### src/rtl/swd_host_transfer_engine_defines.svh
// Assertion macros used by the top level of the serial-wire-debug host.
`ifndef SWD_HOST_TRANSFER_ENGINE_DEFINES_SVH
`define SWD_HOST_TRANSFER_ENGINE_DEFINES_SVH

// Checks a property on every rising edge of clk while reset is released.
`define SWD_ASSERT(lbl, prop, msg) \
	lbl: assert property (@(posedge clk) disable iff (!arst_n) prop) else $error(msg);

// Checks a plain condition on every rising edge of clk while reset is released.
`define SWD_CHECK(lbl, cond, msg) \
	`SWD_ASSERT(lbl, (1'b1 |-> (cond)), msg)

`endif

### src/rtl/swd_pkg.sv
// Package with the types, codes and helper functions of the serial-wire-debug host.
package swd_pkg;

	typedef enum logic [4:0] {
		PH_IDLE     = 5'd0,
		PH_REQ      = 5'd1,
		PH_TRN_ACK  = 5'd2,
		PH_ACK      = 5'd3,
		PH_DUMMY    = 5'd4,
		PH_TRN_ERR  = 5'd5,
		PH_AB_REQ   = 5'd6,
		PH_AB_TRN1  = 5'd7,
		PH_AB_ACK   = 5'd8,
		PH_AB_TRN2  = 5'd9,
		PH_AB_DATA  = 5'd10,
		PH_AB_IDLE  = 5'd11,
		PH_RDATA    = 5'd12,
		PH_TRN_DATA = 5'd13,
		PH_WDATA    = 5'd14,
		PH_IDLE_CLK = 5'd15,
		PH_LR1      = 5'd16,
		PH_SEQ      = 5'd17,
		PH_LR2      = 5'd18,
		PH_ZERO     = 5'd19,
		PH_DONE     = 5'd31
	} phase_t;

	localparam logic [2:0] ACT_XFER   = 3'd0;
	localparam logic [2:0] ACT_ABORT  = 3'd1;
	localparam logic [2:0] ACT_LRESET = 3'd2;
	localparam logic [2:0] ACT_JTAG   = 3'd3;
	localparam logic [2:0] ACT_TICK   = 3'd4;

	localparam logic [1:0] K_XFER   = 2'd0;
	localparam logic [1:0] K_ABORT  = 2'd1;
	localparam logic [1:0] K_LRESET = 2'd2;
	localparam logic [1:0] K_JTAG   = 2'd3;

	localparam logic [2:0] ACK_OK    = 3'h1;
	localparam logic [2:0] ACK_WAIT  = 3'h2;
	localparam logic [2:0] ACK_FAULT = 3'h4;

	localparam logic [1:0] ST_OK      = 2'd0;
	localparam logic [1:0] ST_WAIT_TO = 2'd1;
	localparam logic [1:0] ST_FAULT   = 2'd2;
	localparam logic [1:0] ST_PARITY  = 2'd3;

	localparam logic [1:0] CFG_TURNAROUND = 2'd0;
	localparam logic [1:0] CFG_DUMMY_EN   = 2'd1;
	localparam logic [1:0] CFG_IDLE       = 2'd2;
	localparam logic [1:0] CFG_WAIT_LIMIT = 2'd3;

	localparam logic [31:0] STICKY_CLEAR = 32'h0000_001E;
	localparam logic [15:0] SWITCH_SEQ   = 16'hE79E;
	localparam logic [7:0]  DATA_BITS    = 8'd33;
	localparam logic [7:0]  RESET_CLOCKS = 8'd60;
	localparam logic [7:0]  ABORT_HDR    = 8'h81;

	typedef struct packed {
		logic [2:0]  turnaround;
		logic        dummy_en;
		logic [7:0]  idle;
		logic [15:0] wait_limit;
	} cfg_t;

	typedef struct packed {
		logic        valid;
		logic        swdio_out;
		logic        swdio_oe;
		logic        done;
		logic [2:0]  ack;
		logic [31:0] data;
		logic [1:0]  status;
	} res_t;

	function automatic logic par32(input logic [31:0] v);
		return ^v;
	endfunction

	function automatic logic [7:0] build_request(input logic ap, input logic rd,
			input logic [1:0] addr);
		return {1'b1, 1'b0, ap ^ rd ^ addr[0] ^ addr[1], addr[1], addr[0], rd, ap, 1'b1};
	endfunction

	function automatic logic [7:0] seg_len(input phase_t p, input cfg_t cfg);
		logic [7:0] len;
		len = 8'd1;
		case (p)
			PH_REQ, PH_AB_REQ, PH_ZERO: len = 8'd8;
			PH_ACK, PH_AB_ACK: len = 8'd3;
			PH_DUMMY, PH_AB_DATA, PH_RDATA, PH_WDATA: len = DATA_BITS;
			PH_TRN_ERR: len = {5'd0, cfg.turnaround};
			PH_AB_IDLE, PH_IDLE_CLK: len = cfg.idle;
			PH_LR1, PH_LR2: len = RESET_CLOCKS;
			PH_SEQ: len = 8'd16;
			default: len = 8'd1;
		endcase
		return len;
	endfunction

endpackage

### src/rtl/swd_host_transfer_engine.sv
// Top level of the serial-wire-debug host: handshakes, configuration and result register.
// Each accepted beat is handled as it is accepted; a clock-tick beat's result appears in the
// output register on the next cycle, and throughput is one beat a clock while no result waits.
// Command beats give no result; the whole per-period step sits between the sequencer
// state registers and the output register, and input stalls only while a result waits.
// Reset clears the sequencer to idle with SWDIO held high and loads the register defaults.
module swd_host_transfer_engine import swd_pkg::*; (
	input  logic        clk,
	input  logic        arst_n,
	input  logic        in_valid,
	output logic        in_ready,
	input  logic [2:0]  action,
	input  logic        ap,
	input  logic        read,
	input  logic [1:0]  reg_addr,
	input  logic [31:0] wr_word,
	input  logic        swdio_in,
	output logic        out_valid,
	input  logic        out_ready,
	output logic        swdio_out,
	output logic        swdio_oe,
	output logic        done_res,
	output logic [2:0]  ack,
	output logic [31:0] data_word,
	output logic [1:0]  status,
	input  logic        cfg_valid,
	output logic        cfg_ready,
	input  logic [1:0]  cfg_index,
	input  logic [31:0] cfg_data
);

`include "swd_host_transfer_engine_defines.svh"

	cfg_t cfg_q;
	res_t res;
	logic accept;
	logic out_valid_q;
	logic swdio_out_q;
	logic swdio_oe_q;
	logic done_res_q;
	logic [2:0] ack_q;
	logic [31:0] data_q;
	logic [1:0] status_q;

	assign in_ready = !out_valid_q || out_ready;
	assign accept = in_valid && in_ready;
	assign cfg_ready = 1'b1;

	swd_core u_core (
		.clk         (clk),
		.arst_n      (arst_n),
		.accept      (accept),
		.action      (action),
		.ap          (ap),
		.read        (read),
		.reg_addr    (reg_addr),
		.wr_word     (wr_word),
		.swdio_in    (swdio_in),
		.cfg         (cfg_q),
		.res         (res)
	);

	always_ff @(posedge clk or negedge arst_n) begin
		if (!arst_n) begin
			cfg_q <= '{turnaround: 3'd1, dummy_en: 1'b0, idle: 8'd8, wait_limit: 16'd100};
		end else if (cfg_valid && cfg_ready) begin
			unique case (cfg_index)
				CFG_TURNAROUND: cfg_q.turnaround <= cfg_data[2:0];
				CFG_DUMMY_EN:   cfg_q.dummy_en <= cfg_data[0];
				CFG_IDLE:       cfg_q.idle <= cfg_data[7:0];
				CFG_WAIT_LIMIT: cfg_q.wait_limit <= cfg_data[15:0];
				default: ;
			endcase
		end
	end

	always_ff @(posedge clk or negedge arst_n) begin
		if (!arst_n) begin
			out_valid_q <= 1'b0;
		end else if (accept && res.valid) begin
			out_valid_q <= 1'b1;
		end else if (out_ready) begin
			out_valid_q <= 1'b0;
		end
	end

	always_ff @(posedge clk) begin
		if (accept && res.valid) begin
			swdio_out_q <= res.swdio_out;
			swdio_oe_q <= res.swdio_oe;
			done_res_q <= res.done;
			ack_q <= res.ack;
			data_q <= res.data;
			status_q <= res.status;
		end
	end

	assign out_valid = out_valid_q;
	assign swdio_out = swdio_out_q;
	assign swdio_oe = swdio_oe_q;
	assign done_res = done_res_q;
	assign ack = ack_q;
	assign data_word = data_q;
	assign status = status_q;

	`SWD_CHECK(a_ready_when_empty, (!out_valid_q -> in_ready), "Input stalled while empty.")
	`SWD_ASSERT(a_command_no_result, (accept && action != ACT_TICK) |=> !out_valid_q, "Command gave a result.")
	`SWD_ASSERT(a_mid_quiet, (out_valid_q && !done_res_q) |-> (status_q == ST_OK && data_q == '0), "Early status.")

endmodule

### src/rtl/swd_core.sv
// Sequencer state and per-period logic of the serial-wire-debug host.
module swd_core import swd_pkg::*; (
	input  logic        clk,
	input  logic        arst_n,
	input  logic        accept,
	input  logic [2:0]  action,
	input  logic        ap,
	input  logic        read,
	input  logic [1:0]  reg_addr,
	input  logic [31:0] wr_word,
	input  logic        swdio_in,
	input  cfg_t        cfg,
	output res_t        res
);

	typedef struct packed {
		phase_t      phase;
		logic [7:0]  bit_idx;
		logic [31:0] data_shift;
		logic [7:0]  request_byte;
		logic [2:0]  ack_reg;
		logic [15:0] retry_cnt;
		logic        fault_used;
		logic        drive_level;
		logic [1:0]  cmd_kind;
		logic        rx_parity;
	} seq_t;

	typedef struct packed {
		seq_t        st;
		phase_t      nxt;
		logic [1:0]  status;
		logic [31:0] data;
	} step_t;

	seq_t st_q;
	seq_t st_d;

	function automatic step_t step(input step_t si, input cfg_t c);
		step_t so;
		logic  rd;
		so = si;
		rd = si.st.request_byte[2];
		case (si.nxt)
			PH_REQ: so.nxt = PH_TRN_ACK;
			PH_TRN_ACK: so.nxt = PH_ACK;
			PH_ACK: begin
				if (si.st.cmd_kind == K_ABORT) begin
					so.nxt = (si.st.ack_reg == ACK_OK || si.st.ack_reg == ACK_FAULT) ?
						PH_TRN_DATA : PH_TRN_ERR;
				end else if (si.st.ack_reg == ACK_OK) begin
					if (rd) begin
						so.st.data_shift = '0;
						so.nxt = PH_RDATA;
					end else begin
						so.nxt = PH_TRN_DATA;
					end
				end else begin
					so.nxt = c.dummy_en ? PH_DUMMY : PH_TRN_ERR;
				end
			end
			PH_DUMMY: so.nxt = PH_TRN_ERR;
			PH_TRN_ERR: begin
				so.st.drive_level = 1'b1;
				if (si.st.cmd_kind == K_ABORT) begin
					if (si.st.ack_reg != ACK_WAIT || si.st.retry_cnt == '0) begin
						so.nxt = PH_TRN_DATA;
					end else begin
						so.st.retry_cnt = si.st.retry_cnt - 16'd1;
						so.nxt = PH_REQ;
					end
				end else if (si.st.ack_reg == ACK_FAULT && !si.st.fault_used) begin
					so.st.fault_used = 1'b1;
					so.nxt = PH_AB_REQ;
				end else if (si.st.ack_reg != ACK_WAIT || si.st.retry_cnt == '0) begin
					so.status = (si.st.ack_reg == ACK_WAIT) ? ST_WAIT_TO : ST_FAULT;
					so.data = '0;
					so.nxt = PH_DONE;
				end else begin
					so.st.retry_cnt = si.st.retry_cnt - 16'd1;
					so.nxt = PH_REQ;
				end
			end
			PH_AB_REQ: so.nxt = PH_AB_TRN1;
			PH_AB_TRN1: so.nxt = PH_AB_ACK;
			PH_AB_ACK: so.nxt = PH_AB_TRN2;
			PH_AB_TRN2: so.nxt = PH_AB_DATA;
			PH_AB_DATA: so.nxt = PH_AB_IDLE;
			PH_AB_IDLE: begin
				so.st.drive_level = 1'b1;
				so.nxt = PH_REQ;
			end
			PH_RDATA: so.nxt = PH_TRN_DATA;
			PH_TRN_DATA: so.nxt = rd ? PH_IDLE_CLK : PH_WDATA;
			PH_WDATA: so.nxt = PH_IDLE_CLK;
			PH_IDLE_CLK: begin
				so.st.drive_level = 1'b1;
				so.data = si.st.data_shift;
				if (si.st.cmd_kind == K_ABORT) begin
					so.status = (si.st.ack_reg == ACK_OK) ? ST_OK : ST_FAULT;
				end else if (rd) begin
					so.status = (si.st.rx_parity != par32(si.st.data_shift)) ?
						ST_PARITY : ST_OK;
				end else begin
					so.status = ST_OK;
				end
				so.nxt = PH_DONE;
			end
			PH_LR1: begin
				if (si.st.cmd_kind == K_JTAG) begin
					so.nxt = PH_SEQ;
				end else begin
					so.status = ST_OK;
					so.data = '0;
					so.nxt = PH_DONE;
				end
			end
			PH_SEQ: so.nxt = PH_LR2;
			PH_LR2: so.nxt = PH_ZERO;
			default: begin
				so.status = ST_OK;
				so.data = '0;
				so.nxt = PH_DONE;
			end
		endcase
		return so;
	endfunction

	always_comb begin
		logic [7:0] b;
		logic [7:0] bc;
		logic       oe;
		logic       lvl;
		step_t      sp;
		st_d = st_q;
		b = st_q.bit_idx;
		bc = st_q.bit_idx + 8'd1;
		oe = 1'b0;
		lvl = st_q.drive_level;
		sp = '0;
		res = '0;
		if (accept && action <= ACT_JTAG) begin
			if (st_q.phase == PH_IDLE) begin
				st_d.cmd_kind = action[1:0];
				st_d.bit_idx = '0;
				st_d.ack_reg = '0;
				st_d.retry_cnt = cfg.wait_limit;
				st_d.fault_used = 1'b0;
				st_d.rx_parity = 1'b0;
				if (action == ACT_XFER || action == ACT_ABORT) begin
					st_d.request_byte = (action == ACT_XFER) ?
						build_request(ap, read, reg_addr) : ABORT_HDR;
					st_d.data_shift = wr_word;
					st_d.phase = PH_REQ;
				end else begin
					st_d.phase = PH_LR1;
				end
			end
		end else if (accept && action == ACT_TICK) begin
			res.valid = 1'b1;
			if (st_q.phase == PH_IDLE) begin
				oe = 1'b1;
			end else begin
				case (st_q.phase)
					PH_REQ: begin
						oe = 1'b1;
						lvl = st_q.request_byte[b[2:0]];
					end
					PH_AB_REQ: begin
						oe = 1'b1;
						lvl = ABORT_HDR[b[2:0]];
					end
					PH_AB_DATA: begin
						oe = 1'b1;
						lvl = (b < 8'd32) ? STICKY_CLEAR[b[4:0]] : par32(STICKY_CLEAR);
					end
					PH_WDATA: begin
						oe = 1'b1;
						lvl = (b < 8'd32) ? st_q.data_shift[b[4:0]] : par32(st_q.data_shift);
					end
					PH_AB_IDLE, PH_IDLE_CLK, PH_ZERO: begin
						oe = 1'b1;
						lvl = 1'b0;
					end
					PH_LR1, PH_LR2: begin
						oe = 1'b1;
						lvl = 1'b1;
					end
					PH_SEQ: begin
						oe = 1'b1;
						lvl = SWITCH_SEQ[b[3:0]];
					end
					PH_ACK: begin
						if (b == '0) begin
							st_d.ack_reg = {2'b00, swdio_in};
						end else begin
							st_d.ack_reg = st_q.ack_reg | (3'({swdio_in}) << b[1:0]);
						end
					end
					PH_RDATA: begin
						if (b < 8'd32) begin
							st_d.data_shift = st_q.data_shift | (32'({swdio_in}) << b[4:0]);
						end else begin
							st_d.rx_parity = swdio_in;
						end
					end
					default: ;
				endcase
				if (oe) begin
					st_d.drive_level = lvl;
				end
				st_d.bit_idx = bc;
				if (bc >= seg_len(st_q.phase, cfg)) begin
					sp.st = st_d;
					sp.nxt = st_q.phase;
					sp = step(sp, cfg);
					if (sp.nxt != PH_DONE && seg_len(sp.nxt, cfg) == '0) begin
						sp = step(sp, cfg);
					end
					st_d = sp.st;
					st_d.bit_idx = '0;
					if (sp.nxt == PH_DONE) begin
						st_d.phase = PH_IDLE;
						res.done = 1'b1;
						res.data = sp.data;
						res.status = sp.status;
					end else begin
						st_d.phase = sp.nxt;
					end
				end
			end
			res.swdio_out = lvl;
			res.swdio_oe = oe;
			res.ack = st_d.ack_reg;
		end
	end

	always_ff @(posedge clk or negedge arst_n) begin
		if (!arst_n) begin
			st_q <= '{phase: PH_IDLE, drive_level: 1'b1, default: '0};
		end else begin
			st_q <= st_d;
		end
	end

endmodule

### config.mk
export PLATFORM = sky130hd
export DESIGN_NAME = swd_host_transfer_engine
export DESIGN_NICKNAME = d
export VERILOG_FILES = /design/src/rtl/swd_pkg.sv /design/src/rtl/swd_host_transfer_engine.sv /design/src/rtl/swd_core.sv
export VERILOG_INCLUDE_DIRS = /design/src /design/src/rtl
export SDC_FILE = /design/constraint.sdc
export NUM_CORES = 1
export LEC_CHECK = 0
export BUFFER_PORTS_ARGS = -buffer_cell sky130_fd_sc_hd__buf_2
export CAP_MARGIN = 10
export CORE_MARGIN = 3
export CORE_UTILIZATION = 50
export DETAILED_ROUTE_END_ITERATION = 12
export PLACE_DENSITY_LB_ADDON = 0.3
export SLEW_MARGIN = 20
export SYNTH_ARGS = -nofsm -noshare
export SYNTH_HDL_FRONTEND = slang
export SYNTH_HIERARCHICAL = 1
export SYNTH_SLANG_ARGS = --single-unit
### constraint.sdc
create_clock -name clk -period 3.86 [get_ports clk]
set_input_delay 0.772 -clock clk [delete_from_list [all_inputs] [get_ports clk]]
set_output_delay 0.772 -clock clk [all_outputs]
set_load 0.01 [all_outputs]
==> results by group <==
Outcome
  – Run status: finished clean

Synthesis
  – EDFF count, synth: 40
  – Async S/R FF share, synth: 0.722
  – Mapped cell area: 0.00994 sq mm
  – Yosys warning total: 6
  – Synth top area cells: dfrtp_1 (25%), edfxtp_1 (12%), xnor2_1 (6.4%)
  – Post-synthesis net count: 1139
  – Leading cell type by number of instances after synthesis: nand2_1
  – Gate Count Post-Synth: 1044
  – Synth area leader: dfrtp_1
  – Synth top cells by count: nand2_1 (104), dfrtp_1 (98), nor2_1 (96)
  – Synth cell types: 100
  – Ys flop type: dfrtp_1
  – Syn_area_per_cell: 9.53 sq um
  – Seq cells post-synth: 144
  – Synth top area share: 0.247
  – Register area share after synthesis: 0.383

Layout
  – Multi-input gate area: 0.00603 sq mm
  – Fill cells: 1553
  – Layout cells sized above 1: 0.324
  – Synthesis-to-layout area growth: 25.7%
  – Ant diodes: 0
  – Final Util: 0.653
  – Max reg flops: 75
  – Net count, final: 1335
  – Sequential Area: 0.00381 sq mm
  – Design area: 0.0125 sq mm
  – Top reg by flops: u_core/st_q

Critical path
  – CP max stage delay: 0.48 ns
  – Top cell by count, worst path: buf_4
  – CP delay by family, top: compound AO/OA/AOI/OAI gates
  – Crit path DAT: 4.14 ns
  – CP Class: reg -> reg
  – CP max-delay cell: dfrtp_2
  – CP startpoint: u_core/st_q[72]
  – CP Launch Type: flip-flop
  – Crit path capture type: flip-flop
  – Crit-path cells: buf_4, and2_1, and3_1, buf_4, a221oi_1, ha_1, a21o_1, a21o_1, a21oi_2, o21ai_1, nand2_2, o41ai_4, buf_4, buf_12, a2bb2oi_1, o21ai_1
  – Worst path bufs/invs: 4
  – Required @ worst endpoint: 4.14 ns
  – Reg2reg start: u_core/st_q[72]
  – Critical Path Fanout Max: 16

Die
  – Core area: 0.0191 sq mm
  – Die span in y: 147 um
  – Chip width: 147 um
  – Site Rows: 50
  – Initial Util: 0.519
  – Number of I/O pins: 122
  – Die area: 0.0216 sq mm

Clock tree
  – Clock latency on the worst-skew pair: 0.43 ns
  – Worst-path clk slew: 0.07 ns
  – Cts bufs inserted: 17
  – Clock root cell: clkbuf_16
  – CTS Hold Bufs: 0
  – CTS H-tree lvls: 4
  – TritonCTS clock tree: done
  – # clock sinks: 144
  – Max clock buf depth: 2

Power
  – Leakage: 0.00506 uW
  – Max VDD drop: 0.373 mV
  – P per Cell Area: 687 mW/mm^2
  – Pwr Total: 8590 uW

STA
  – Final setup fails: 0
  – Clock Skews: 0.0166 ns
  – Slew headroom: 0.447
  – Slew at the pin closest to its max-slew limit: 0.829 ns
  – Setup TNS: 0 ns
  – Setup ws final: 0.00162 ns
  – Fmax: 259 MHz
  – Fin. max-slew vios: 0
  – Final hold vios: 0
  – RSZ-0062 raised after global routing: true
  – Final worst path period share: 1.00
  – Min cycle time layout: 3.86 ns

Routing
  – ANT nets after route: 0
  – Via count: 9641
  – # DRC: 0
  – DR pass1 iterations: 5
  – Initial drt markers: 1330
  – Routed vias/inst: 6.37
  – Drt total wl: 32800 um
  – DR WL/cell: 21.7 um

Global route
  – GRT Total Usage: 0.290
  – Gr ovfl total: 0
  – First-pass GRT wire length: 49900 um
  – Largest net degree at the start of global routing: 65
  – Initial antenna violation count: 0
  – Number of global-route vias before repair: 8988

Placement
  – Area post-placement: 0.0115 sq mm
  – GPL Wtd Cong: 0.980
  – I/O Buffers: 104
  – Pre-CTS setup slack: -0.0491 ns
  – Final HPWL DP: 23000 um

Hold path
  – HP Class: in -> async

Flow run
  – Max-Cap Viols: 0
## worst reg2reg max path, cell delays in order, from the launching register on
cell and delay (ns):
dfrtp_2 0.48, buf_4 0.20, and2_1 0.20, and3_1 0.21
buf_4 0.16, a221oi_1 0.49, ha_1 0.24, a21o_1 0.08
a21o_1 0.12, a21oi_2 0.06, o21ai_1 0.22, nand2_2 0.17
o41ai_4 0.31, buf_4 0.19, buf_12 0.16, a2bb2oi_1 0.29
o21ai_1 0.15
## worst paths after layout
check | slack (ns) | cells past startpoint | endpoint
max in group asynchronous | 2.56 | 2 | cfg_q[5]
min reg2reg | 0.49 | 2 | u_core/st_q[27]
min in group clk | 0.49 | 2 | u_core/st_q[27]
max reg2reg | 0.002 | 16 | u_core/st_q[58]
min | 0.42 | 1 | cfg_q[7]
max | 0.002 | 16 | u_core/st_q[58]
## power breakdown
group,internal [uW],switching (uW)
Clock,956,720
Sequential,1850,351
Combinational,2130,2580
## routing by layer
| metal | vias to the layer above | wire length [um] | share of wire | track usage |
|---|---|---|---|---|
| li1 | 4296 | - | - | - |
| met1 | 4691 | 14400 | 0.44 | 0.438 |
| met2 | 589 | 14300 | 0.44 | 0.416 |
| met3 | 65 | 3370 | 0.10 | 0.0663 |
| met4 | 0 | 702 | 0.021 | 0.0857 |
| met5 | - | 0 | 0 | 0 |
## cells in the final DEF (no fill, tap or decap), drive strengths merged, types with 9 or more instances in the layout
cell type / count
nand3: 29
nor2b: 9
buf: 244
mux2: 28
edfxtp: 40
mux2i: 9
mux4: 11
clkbuf: 24
dfrtp: 98
nand2: 104
a21oi: 30
xnor2: 73
xor2: 23
inv: 27
nor2: 96
a2bb2oi: 33
o21ai: 66
nor3: 37
nor4: 15
a31oi: 17
o211ai: 15
and2: 9
ha: 16
nand2b: 14
a41oi: 20
## timing repair
action | in CTS | in global routing
pin swaps | 1 | 11
buffers inserted | 2 | 13
gates cloned | 1 | 4
resized for setup | 7 | 49
setup endpoints to repair | 44 | 88
## stage by stage
step	hold WS, ns	cells
after global placement	0.457	1462
after floorplan	0.445	1044
after detailed placement	0.481	1462
after CTS	0.444	1497
after global routing	0.485	1513
final	0.422	1513
## logic make-up after synthesis
group / after synthesis / share of synthesized area
AO/OA/AOI/OAI: 273 / 0.201
XOR/XNOR: 97 / 0.0868
adder cells (fa/ha/maj): 16 / 0.0201
buffers and inverters: 92 / 0.0400
flip-flops: 144 / 0.383
multiplexers: 48 / 0.0695
other: 1 / 0.000377
AND/OR/NAND/NOR: 373 / 0.199
## area by class of cell
cell class | instances | share of cell area
Sequential cell | 144 | 0.305
Inverter | 21 | 0.00631
Multi-Input combinational cell | 810 | 0.482
Tap cell | 260 | 0.0260
Clock inverter | 10 | 0.00681
Clock buffer | 22 | 0.0406
Timing Repair Buffer | 246 | 0.133
Power figures use the tool's default switching activity.
